### src/design/bam_pkg.sv
`default_nettype none

package bam_pkg;

	localparam int ID_W      = 12;
	localparam int WORD_BITS = 64;
	localparam int BIT_AW    = 6;
	// the identifier field reaches 4096 entries at most, so 64 words cover it
	localparam int WORD_AW   = ID_W - BIT_AW;
	localparam int MAP_DEPTH = 1 << WORD_AW;

	localparam logic [1:0] STATUS_ALLOCATED = 2'd0;
	localparam logic [1:0] STATUS_FULL      = 2'd1;
	localparam logic [1:0] STATUS_FREED     = 2'd2;

	localparam logic ACTION_ALLOC = 1'b0;
	localparam logic ACTION_FREE  = 1'b1;

	typedef enum logic [1:0] {
		ST_IDLE,
		ST_READ,
		ST_MODIFY
	} state_t;

	typedef struct packed {
		logic                 rd_en;
		logic                 wr_en;
		logic [WORD_AW-1:0]   addr;
		logic [WORD_BITS-1:0] wdata;
	} mem_req_t;

	typedef struct packed {
		logic            valid;
		logic [1:0]      status;
		logic [ID_W-1:0] id;
	} result_t;

	// {found, index} of the lowest set bit
	function automatic logic [BIT_AW:0] lowest_set(input logic [WORD_BITS-1:0] v);
		logic [BIT_AW:0] r;
		r = '0;
		for (int i = WORD_BITS - 1; i >= 0; i--) begin
			if (v[i]) begin
				r = {1'b1, BIT_AW'(i)};
			end
		end
		return r;
	endfunction

endpackage

`default_nettype wire

### src/design/bam_word_mem.sv
`default_nettype none

module bam_word_mem (
	input  wire logic                          clk,
	input  wire logic                          arst_n,
	input  wire bam_pkg::mem_req_t             req,
	output logic [bam_pkg::WORD_BITS-1:0]      rdata
);

	logic [bam_pkg::WORD_BITS-1:0] mem [bam_pkg::MAP_DEPTH];
	logic [bam_pkg::MAP_DEPTH-1:0] written_q;
	logic [bam_pkg::WORD_BITS-1:0] rdata_q;
	logic                          rd_written_q;

	always_ff @(posedge clk) begin
		if (req.wr_en) begin
			mem[req.addr] <= req.wdata;
		end
		if (req.rd_en) begin
			rdata_q <= mem[req.addr];
		end
	end

	always_ff @(posedge clk or negedge arst_n) begin
		if (!arst_n) begin
			written_q    <= '0;
			rd_written_q <= 1'b0;
		end else begin
			if (req.wr_en) begin
				written_q[req.addr] <= 1'b1;
			end
			if (req.rd_en) begin
				rd_written_q <= written_q[req.addr];
			end
		end
	end

	// a word never written still holds its reset value: all in use
	assign rdata = rd_written_q ? rdata_q : '1;

endmodule

`default_nettype wire

### src/design/bam_ctrl.sv
`default_nettype none

module bam_ctrl #(
	parameter int ID_COUNT = 4096
) (
	input  wire logic                          clk,
	input  wire logic                          arst_n,
	input  wire logic                          in_valid,
	output logic                               in_stall,
	input  wire logic                          action,
	input  wire logic [bam_pkg::ID_W-1:0]      free_id,
	output bam_pkg::mem_req_t                  req,
	input  wire logic [bam_pkg::WORD_BITS-1:0] rdata,
	input  wire logic                          out_free,
	output bam_pkg::result_t                   res
);

	localparam int CMP_W = $clog2(ID_COUNT + 1) > bam_pkg::ID_W ?
		$clog2(ID_COUNT + 1) : bam_pkg::ID_W + 1;
	localparam logic [CMP_W-1:0] ID_LIMIT = CMP_W'(ID_COUNT);

	bam_pkg::state_t state_q, state_d;

	logic                            action_q;
	logic                            skip_q;
	logic [bam_pkg::WORD_AW-1:0]     word_q;
	logic [bam_pkg::BIT_AW-1:0]      bit_q;
	// words that still hold a free identifier
	logic [bam_pkg::MAP_DEPTH-1:0]   avail_q;

	logic                            accept;
	logic [bam_pkg::WORD_AW:0]       first_avail;
	logic [bam_pkg::BIT_AW:0]        first_clear;
	logic [bam_pkg::WORD_BITS-1:0]   set_word;
	logic [bam_pkg::WORD_BITS-1:0]   clr_word;
	logic                            commit;

	assign accept      = in_valid && !in_stall;
	assign first_avail = bam_pkg::lowest_set(avail_q);
	assign first_clear = bam_pkg::lowest_set(~rdata);
	assign set_word    = rdata | (bam_pkg::WORD_BITS'(1) << first_clear[bam_pkg::BIT_AW-1:0]);
	assign clr_word    = rdata & ~(bam_pkg::WORD_BITS'(1) << bit_q);
	assign commit      = (state_q == bam_pkg::ST_MODIFY) && out_free;

	always_comb begin
		state_d = state_q;
		unique case (state_q)
			bam_pkg::ST_IDLE: begin
				if (accept) begin
					state_d = bam_pkg::ST_READ;
				end
			end
			bam_pkg::ST_READ: begin
				state_d = bam_pkg::ST_MODIFY;
			end
			bam_pkg::ST_MODIFY: begin
				if (out_free) begin
					state_d = bam_pkg::ST_IDLE;
				end
			end
			default: begin
				state_d = bam_pkg::ST_IDLE;
			end
		endcase
	end

	always_comb begin
		in_stall   = 1'b1;
		req        = '0;
		req.addr   = word_q;
		res        = '0;
		unique case (state_q)
			bam_pkg::ST_IDLE: begin
				in_stall = 1'b0;
			end
			bam_pkg::ST_READ: begin
				req.rd_en = !skip_q;
			end
			bam_pkg::ST_MODIFY: begin
				res.valid = out_free;
				if (action_q == bam_pkg::ACTION_FREE) begin
					res.status = bam_pkg::STATUS_FREED;
					req.wr_en  = out_free && !skip_q;
					req.wdata  = clr_word;
				end else if (skip_q) begin
					res.status = bam_pkg::STATUS_FULL;
				end else begin
					res.status = bam_pkg::STATUS_ALLOCATED;
					res.id     = {word_q, first_clear[bam_pkg::BIT_AW-1:0]};
					req.wr_en  = out_free;
					req.wdata  = set_word;
				end
			end
			default: begin
				in_stall = 1'b1;
			end
		endcase
	end

	always_ff @(posedge clk or negedge arst_n) begin
		if (!arst_n) begin
			state_q <= bam_pkg::ST_IDLE;
			avail_q <= '0;
		end else begin
			state_q <= state_d;
			if (commit && !skip_q) begin
				if (action_q == bam_pkg::ACTION_FREE) begin
					avail_q[word_q] <= 1'b1;
				end else begin
					avail_q[word_q] <= (set_word != '1);
				end
			end
		end
	end

	always_ff @(posedge clk) begin
		if (accept) begin
			action_q <= action;
			if (action == bam_pkg::ACTION_FREE) begin
				// ids past the map are dropped
				skip_q <= !({{(CMP_W - bam_pkg::ID_W){1'b0}}, free_id} < ID_LIMIT);
				word_q <= free_id[bam_pkg::ID_W-1:bam_pkg::BIT_AW];
				bit_q  <= free_id[bam_pkg::BIT_AW-1:0];
			end else begin
				skip_q <= !first_avail[bam_pkg::WORD_AW];
				word_q <= first_avail[bam_pkg::WORD_AW-1:0];
				bit_q  <= '0;
			end
		end
	end

endmodule

`default_nettype wire

### src/design/bitmap_id_allocator_core.sv
`default_nettype none

// channel | handshake          | word
// --------+--------------------+--------------------------
// in      | in_valid, in_stall  | action, free_id
// out     | out_valid, out_stall| status, granted_id
//
// One request passes through three steps: accept, word read, modify and write back.
// The lowest free word comes from a 64-bit summary of words with a free bit;
// the word memory's single port sets the pace, one request at a time.
// Reset marks every identifier in use at once through per-word written flags.
// A result waits in the output register while out_stall is high; the next
// request is taken meanwhile and holds in its modify step until the slot frees.

module bitmap_id_allocator_core #(
	parameter int ID_COUNT = 4096
) (
	input  wire logic                       clk,
	input  wire logic                       arst_n,
	input  wire logic                       in_valid,
	output logic                            in_stall,
	input  wire logic                       action,
	input  wire logic [bam_pkg::ID_W-1:0]   free_id,
	output logic                            out_valid,
	input  wire logic                       out_stall,
	output logic [1:0]                      status,
	output logic [bam_pkg::ID_W-1:0]        granted_id
);

	bam_pkg::mem_req_t             req;
	bam_pkg::result_t              res;
	logic [bam_pkg::WORD_BITS-1:0] rdata;
	logic                          out_free;
	logic                          out_valid_q;
	logic [1:0]                    status_q;
	logic [bam_pkg::ID_W-1:0]      granted_id_q;

	assign out_free = !out_valid_q || !out_stall;

	bam_word_mem u_mem (
		.clk    (clk),
		.arst_n (arst_n),
		.req    (req),
		.rdata  (rdata)
	);

	bam_ctrl #(
		.ID_COUNT (ID_COUNT)
	) u_ctrl (
		.clk      (clk),
		.arst_n   (arst_n),
		.in_valid (in_valid),
		.in_stall (in_stall),
		.action   (action),
		.free_id  (free_id),
		.req      (req),
		.rdata    (rdata),
		.out_free (out_free),
		.res      (res)
	);

	always_ff @(posedge clk or negedge arst_n) begin
		if (!arst_n) begin
			out_valid_q <= 1'b0;
		end else if (res.valid) begin
			out_valid_q <= 1'b1;
		end else if (!out_stall) begin
			out_valid_q <= 1'b0;
		end
	end

	always_ff @(posedge clk) begin
		if (res.valid) begin
			status_q     <= res.status;
			granted_id_q <= res.id;
		end
	end

	assign out_valid  = out_valid_q;
	assign status     = status_q;
	assign granted_id = granted_id_q;

	a_busy_after_accept: assert property (@(posedge clk) disable iff (!arst_n)
		in_valid && !in_stall |=> in_stall)
		else $error("request taken while previous one still in flight");

	a_id_zero_unless_alloc: assert property (@(posedge clk) disable iff (!arst_n)
		out_valid && status != bam_pkg::STATUS_ALLOCATED |-> granted_id == '0)
		else $error("granted_id nonzero on a non-allocate result");

	a_id_in_range: assert property (@(posedge clk) disable iff (!arst_n)
		out_valid && status == bam_pkg::STATUS_ALLOCATED |->
			{5'd0, granted_id} < 17'(ID_COUNT))
		else $error("granted identifier beyond the map");

	a_status_code: assert property (@(posedge clk) disable iff (!arst_n)
		out_valid |-> status == bam_pkg::STATUS_ALLOCATED || status == bam_pkg::STATUS_FULL ||
			status == bam_pkg::STATUS_FREED)
		else $error("undefined status code");

endmodule

`default_nettype wire

### config.mk
export PLATFORM = sky130hd
export DESIGN_NAME = bitmap_id_allocator_core
export DESIGN_NICKNAME = d
export VERILOG_FILES = /design/src/design/bam_pkg.sv /design/src/design/bam_word_mem.sv /design/src/design/bam_ctrl.sv /design/src/design/bitmap_id_allocator_core.sv
export SDC_FILE = /design/constraint.sdc
export NUM_CORES = 2
export LEC_CHECK = 0
export ABC_CLOCK_PERIOD_IN_PS = 6700
export BUFFER_PORTS_ARGS = -buffer_cell sky130_fd_sc_hd__clkbuf_2
export CAP_MARGIN = 20
export CORE_MARGIN = 5
export CORE_UTILIZATION = 50
export DETAILED_ROUTE_END_ITERATION = 10
export PLACE_DENSITY = 0.65
export SETUP_SLACK_MARGIN = 0.15
export SLEW_MARGIN = 10
export SYNTH_ARGS = -nofsm -noshare
export SYNTH_HDL_FRONTEND = slang
export SYNTH_SLANG_ARGS = --single-unit
### constraint.sdc
create_clock -name clk -period 6.7 [get_ports clk]
set_input_delay 0.335 -clock clk [delete_from_list [all_inputs] [get_ports clk]]
set_output_delay 0.335 -clock clk [all_outputs]
set_load 0.01 [all_outputs]
==> metrics.md <==
| Metric | Value |
|---|---|
| Status | completed |
| Clk buf depth | 4 |
| ANT nets after route | 0 |
| Proportion of layout cells with a drive suffix above 1 | 13.1% |
| Placed wire-length estimate | 286,000 µm |
| Number of standard-cell rows in the floorplan | 207 |
| Finished Core Util | 57.2% |
| MaxCap Viol Count | 0 |
| Layout area overhead | 14.2% |
| Total number of clock tree sinks | 4,320 |
| Post-synthesis cell type with the largest combined area | edfxtp_1 |
| Buf/Inv on CP | 1 |
| Clock edge transition at the registers on the reported setup and hold paths | 60 ps |
| Clock tree from TritonCTS | yes |
| Slew of the pin with the lowest slew margin | 1210 ps |
| Combinational group share of total power | 21.5% |
| Worst hold-check path type | input port to flop |
| Synth Instances | 8,913 |
| Critical Path Max Stage Delay | 1150 ps |
| Critical Path Slowest Stage Cell | o41ai_1 |
| Starting density of the core | 50.1% |
| Die area | 329,000 µm² |
| R2R Path End | u_ctrl.avail_q[60] |
| Pins Over Slew Limit | 0 |
| Startpoint of the worst register-to-register path | u_mem.rdata_q[36] |
| Part of the cycle the worst path needs | 83.1% |
| Net switching power figure | 21.9 mW |
| Sequential cell area | 129,000 µm² |
| Nets@finish | 9,197 |
| Setup repair after global routing missed its margin | false |
| CP startpoint kind | flop |
| Number of buffers inserted by port buffering | 32 |
| TritonCTS Buffers | 428 |
| Worst slew margin relative to its limit | 18.2% |
| Clock power frac | 32.9% |
| Die boundary width | 574 µm |
| Global-route usage over all layers | 31.9% |
| Worst Reg-to-Reg Cells | 11 |
| Number of synthesized register bits | 4,320 |
| Synthesis warning total | 0 |
| Mean instance size in the synthesized netlist | 17.8 µm² |
| Sequential cell area fraction in the yosys report | 81.3% |
| Number of hold violations in the final report | 0 |
| Core box area | 317,000 µm² |
| Via Count | 97,800 |
| Insertion delay to the later sink of the worst-skew pair | 1010 ps |
| WP depth | 11 |
| Total internal power | 48.7 mW |
| Post-DR wirelength/cell | 39.4 µm |
| Number of global-route vias before repair | 92,800 |
| Post-detailed-route DRC marker count | 0 |
| Seq pwr share | 45.6% |
| GR Overflow Total | 0 |
| Maximum net fanout on the critical path | 64 |
| Max IR drop VDD | 0.000297 V |
| Post-synth design cell area | 159,000 µm² |
| Cell types occupying the most area after synthesis | edfxtp_1 79%, a22oi_1 5.9%, a22o_1 2.3% |
| Max H-tree Level | 5 |
| Async S/R FF share, synth | 3.06% |
| Sum of routed wire length over all layers | 542,000 µm |
| Post-route clock skew | 81.2 ps |
| First DRT Iteration DRCs | 16,800 |
| First-pass GRT wire length | 745,000 µm |
| Sw frac | 31.0% |
| # setup viols final | 0 |
| Syn Nets | 8,930 |
| Largest net degree at the start of global routing | 101 |
| Critical path destination | u_ctrl.avail_q[60] |
| First-pass detailed-route iteration total | 8 |
| Smallest hold slack | 138 ps |
| Unique cell type count in the Yosys netlist | 68 |
| Start point of the critical path | u_mem.rdata_q[36] |
| CTS Hold Bufs | 18 |
| Fillers | 23,200 |
| Area share of the largest cell type after synthesis | 79.2% |
| Ranking of synthesized cells by instance count | 4,188 x edfxtp_1, 1,239 x a22oi_1, 510 x clkbuf_1 |
| Multi-input combinational cell area | 28,600 µm² |
| IO Pins | 33 |
| Number of instances resized during post-cts repair | 0 |
| Post-synth top flop | edfxtp_1 |
| Weighted congestion reported at the end of routability-driven placement | 0.921 |
| Ratio of total power to cell area | 389 nW/µm² |
| Data arrival, critical path | 6360 ps |
| Ordered cell list for the critical path | nand4_1 -> o41ai_1 -> nand2_1 -> o21ai_0 -> nor3b_2 -> nand2_1 -> a2111oi_0 -> nand4_1 -> o41ai_4 -> buf_12 -> a31oi_1 |
| Die span in y | 574 µm |
| Endpoint required time on the critical path | 7490 ps |
| Buffers inserted by post-CTS timing repair | 0 |
| Kind of end point of the critical path | flop |
| Max frequency | 180 MHz |
| Critical path type | flop to flop |
| Cell type group with the largest total delay on the critical path | compound AO/OA/AOI/OAI gates |
| Time the worst path needs with I/O delays and setup | 5570 ps |
| Leakage Power | 56.8 nW |
| Most common cell in the synthesized netlist | edfxtp_1 |
| Initial antenna violation count | 26 |
| Routed vias/inst | 7.12 |
| CTS root buffer | clkbuf_16 |
| Setup TNS | 0 ps |
| Number of enable flip-flop cells after synthesis | 4,188 |
| Register-to-register path setup slack | 1130 ps |
power groups by stage:
stage | clock network [mW] | registers [mW] | logic (mW)
global placement | 0 | 32.7 | 14.6
detailed placement | 0 | 32.7 | 14.7
global route | 24.5 | 32.2 | 15.8
CTS | 23.3 | 32.2 | 14.8
floorplan | 0 | 32.7 | 8.02
finish | 23.2 | 32.2 | 15.2
tightest hold or removal path: cells and delay by family:
kind,cells,cell delay [ps]
buffers and inverters,3,710
AND/OR/NAND/NOR,1,40
metal layers:
metal | up-vias | global-route usage [%] | wire length [µm]
met2 | 7864 | 48.2 | 243000
li1 | 38300 | - | -
met1 | 50200 | 44.1 | 199000
met4 | 26 | 14.8 | 29300
met3 | 1364 | 7.94 | 70100
met5 | - | 0 | 176
worst min-delay path by stage:
stage	to	depth (start not counted)	startpoint	slack, ps
2_1_floorplan	out_valid	0	arst_n	40
3_3_place_gp	u_ctrl.state_q[0]	1	arst_n	340
3_5_place_dp	u_ctrl.state_q[0]	1	arst_n	350
4_1_cts	u_ctrl.state_q[0]	4	in_valid	70
5_1_grt	u_ctrl.state_q[0]	4	in_valid	150
6_report	u_ctrl.state_q[0]	4	in_valid	140
state kept, by name, summed over array words and instances, names as in the netlist, 2 cells and up:
register / flops
u_ctrl.word_q: 6
u_mem.rdata_q: 64
u_ctrl.bit_q: 6
u_ctrl.avail_q: 64
u_mem.mem: 4096
granted_id: 12
u_mem.written_q: 64
status: 2
u_ctrl.state_q: 2
through the flow:
step	cells	setup slack, ps	power (mW)	instance area, µm²
finish	13700	1130	70.6	181000
global route	13700	1040	72.5	181000
CTS	13700	1390	70.3	181000
detailed placement	12900	1440	47.5	167000
global placement	12900	1410	47.3	167000
floorplan	8913	867	40.7	159000
placed cells by master, fill, tap and decap left out, types with 24 or more instances in the layout:
cell,n
dfrtp_1,131
o211ai_1,40
clkinv_2,70
nor4_1,68
nor3_1,24
nand2b_1,44
o21ai_0,118
nor2_4,70
inv_1,30
or2_2,68
buf_4,292
buf_12,103
nand4_1,136
clkinv_1,100
nand3_1,125
a22o_1,423
a21oi_1,246
bufinv_16,25
a31oi_1,439
a221oi_1,421
clkbuf_1,97
clkbuf_16,432
nor2_1,135
nand2_1,109
clkbuf_2,31
a22oi_1,1239
a21oi_4,27
edfxtp_1,4188
cell type report:
| type | count | share of cell area, % |
|---|---|---|
| antenna | 17 | 0.0235 |
| clock buffer | 540 | 6.24 |
| clock inverter | 242 | 1.23 |
| inverter | 30 | 0.0621 |
| multi-input combinational | 3952 | 15.8 |
| sequential | 4320 | 71.2 |
| tap | 4180 | 2.88 |
| timing repair buffer | 448 | 2.60 |
cell families (layout without fill, tap and decap cells):
family | count (synthesis) | after routing | share of synthesized area, %
DFF | 4320 | 4320 | 81.3
AOI/OAI and AO/OA | 3103 | 3103 | 14.4
and+or+nand+nor | 849 | 849 | 2.77
buffers and inverters | 641 | 1260 | 1.55
other | 0 | 17 | 0
No activity file was read; power rests on OpenSTA's default activity.
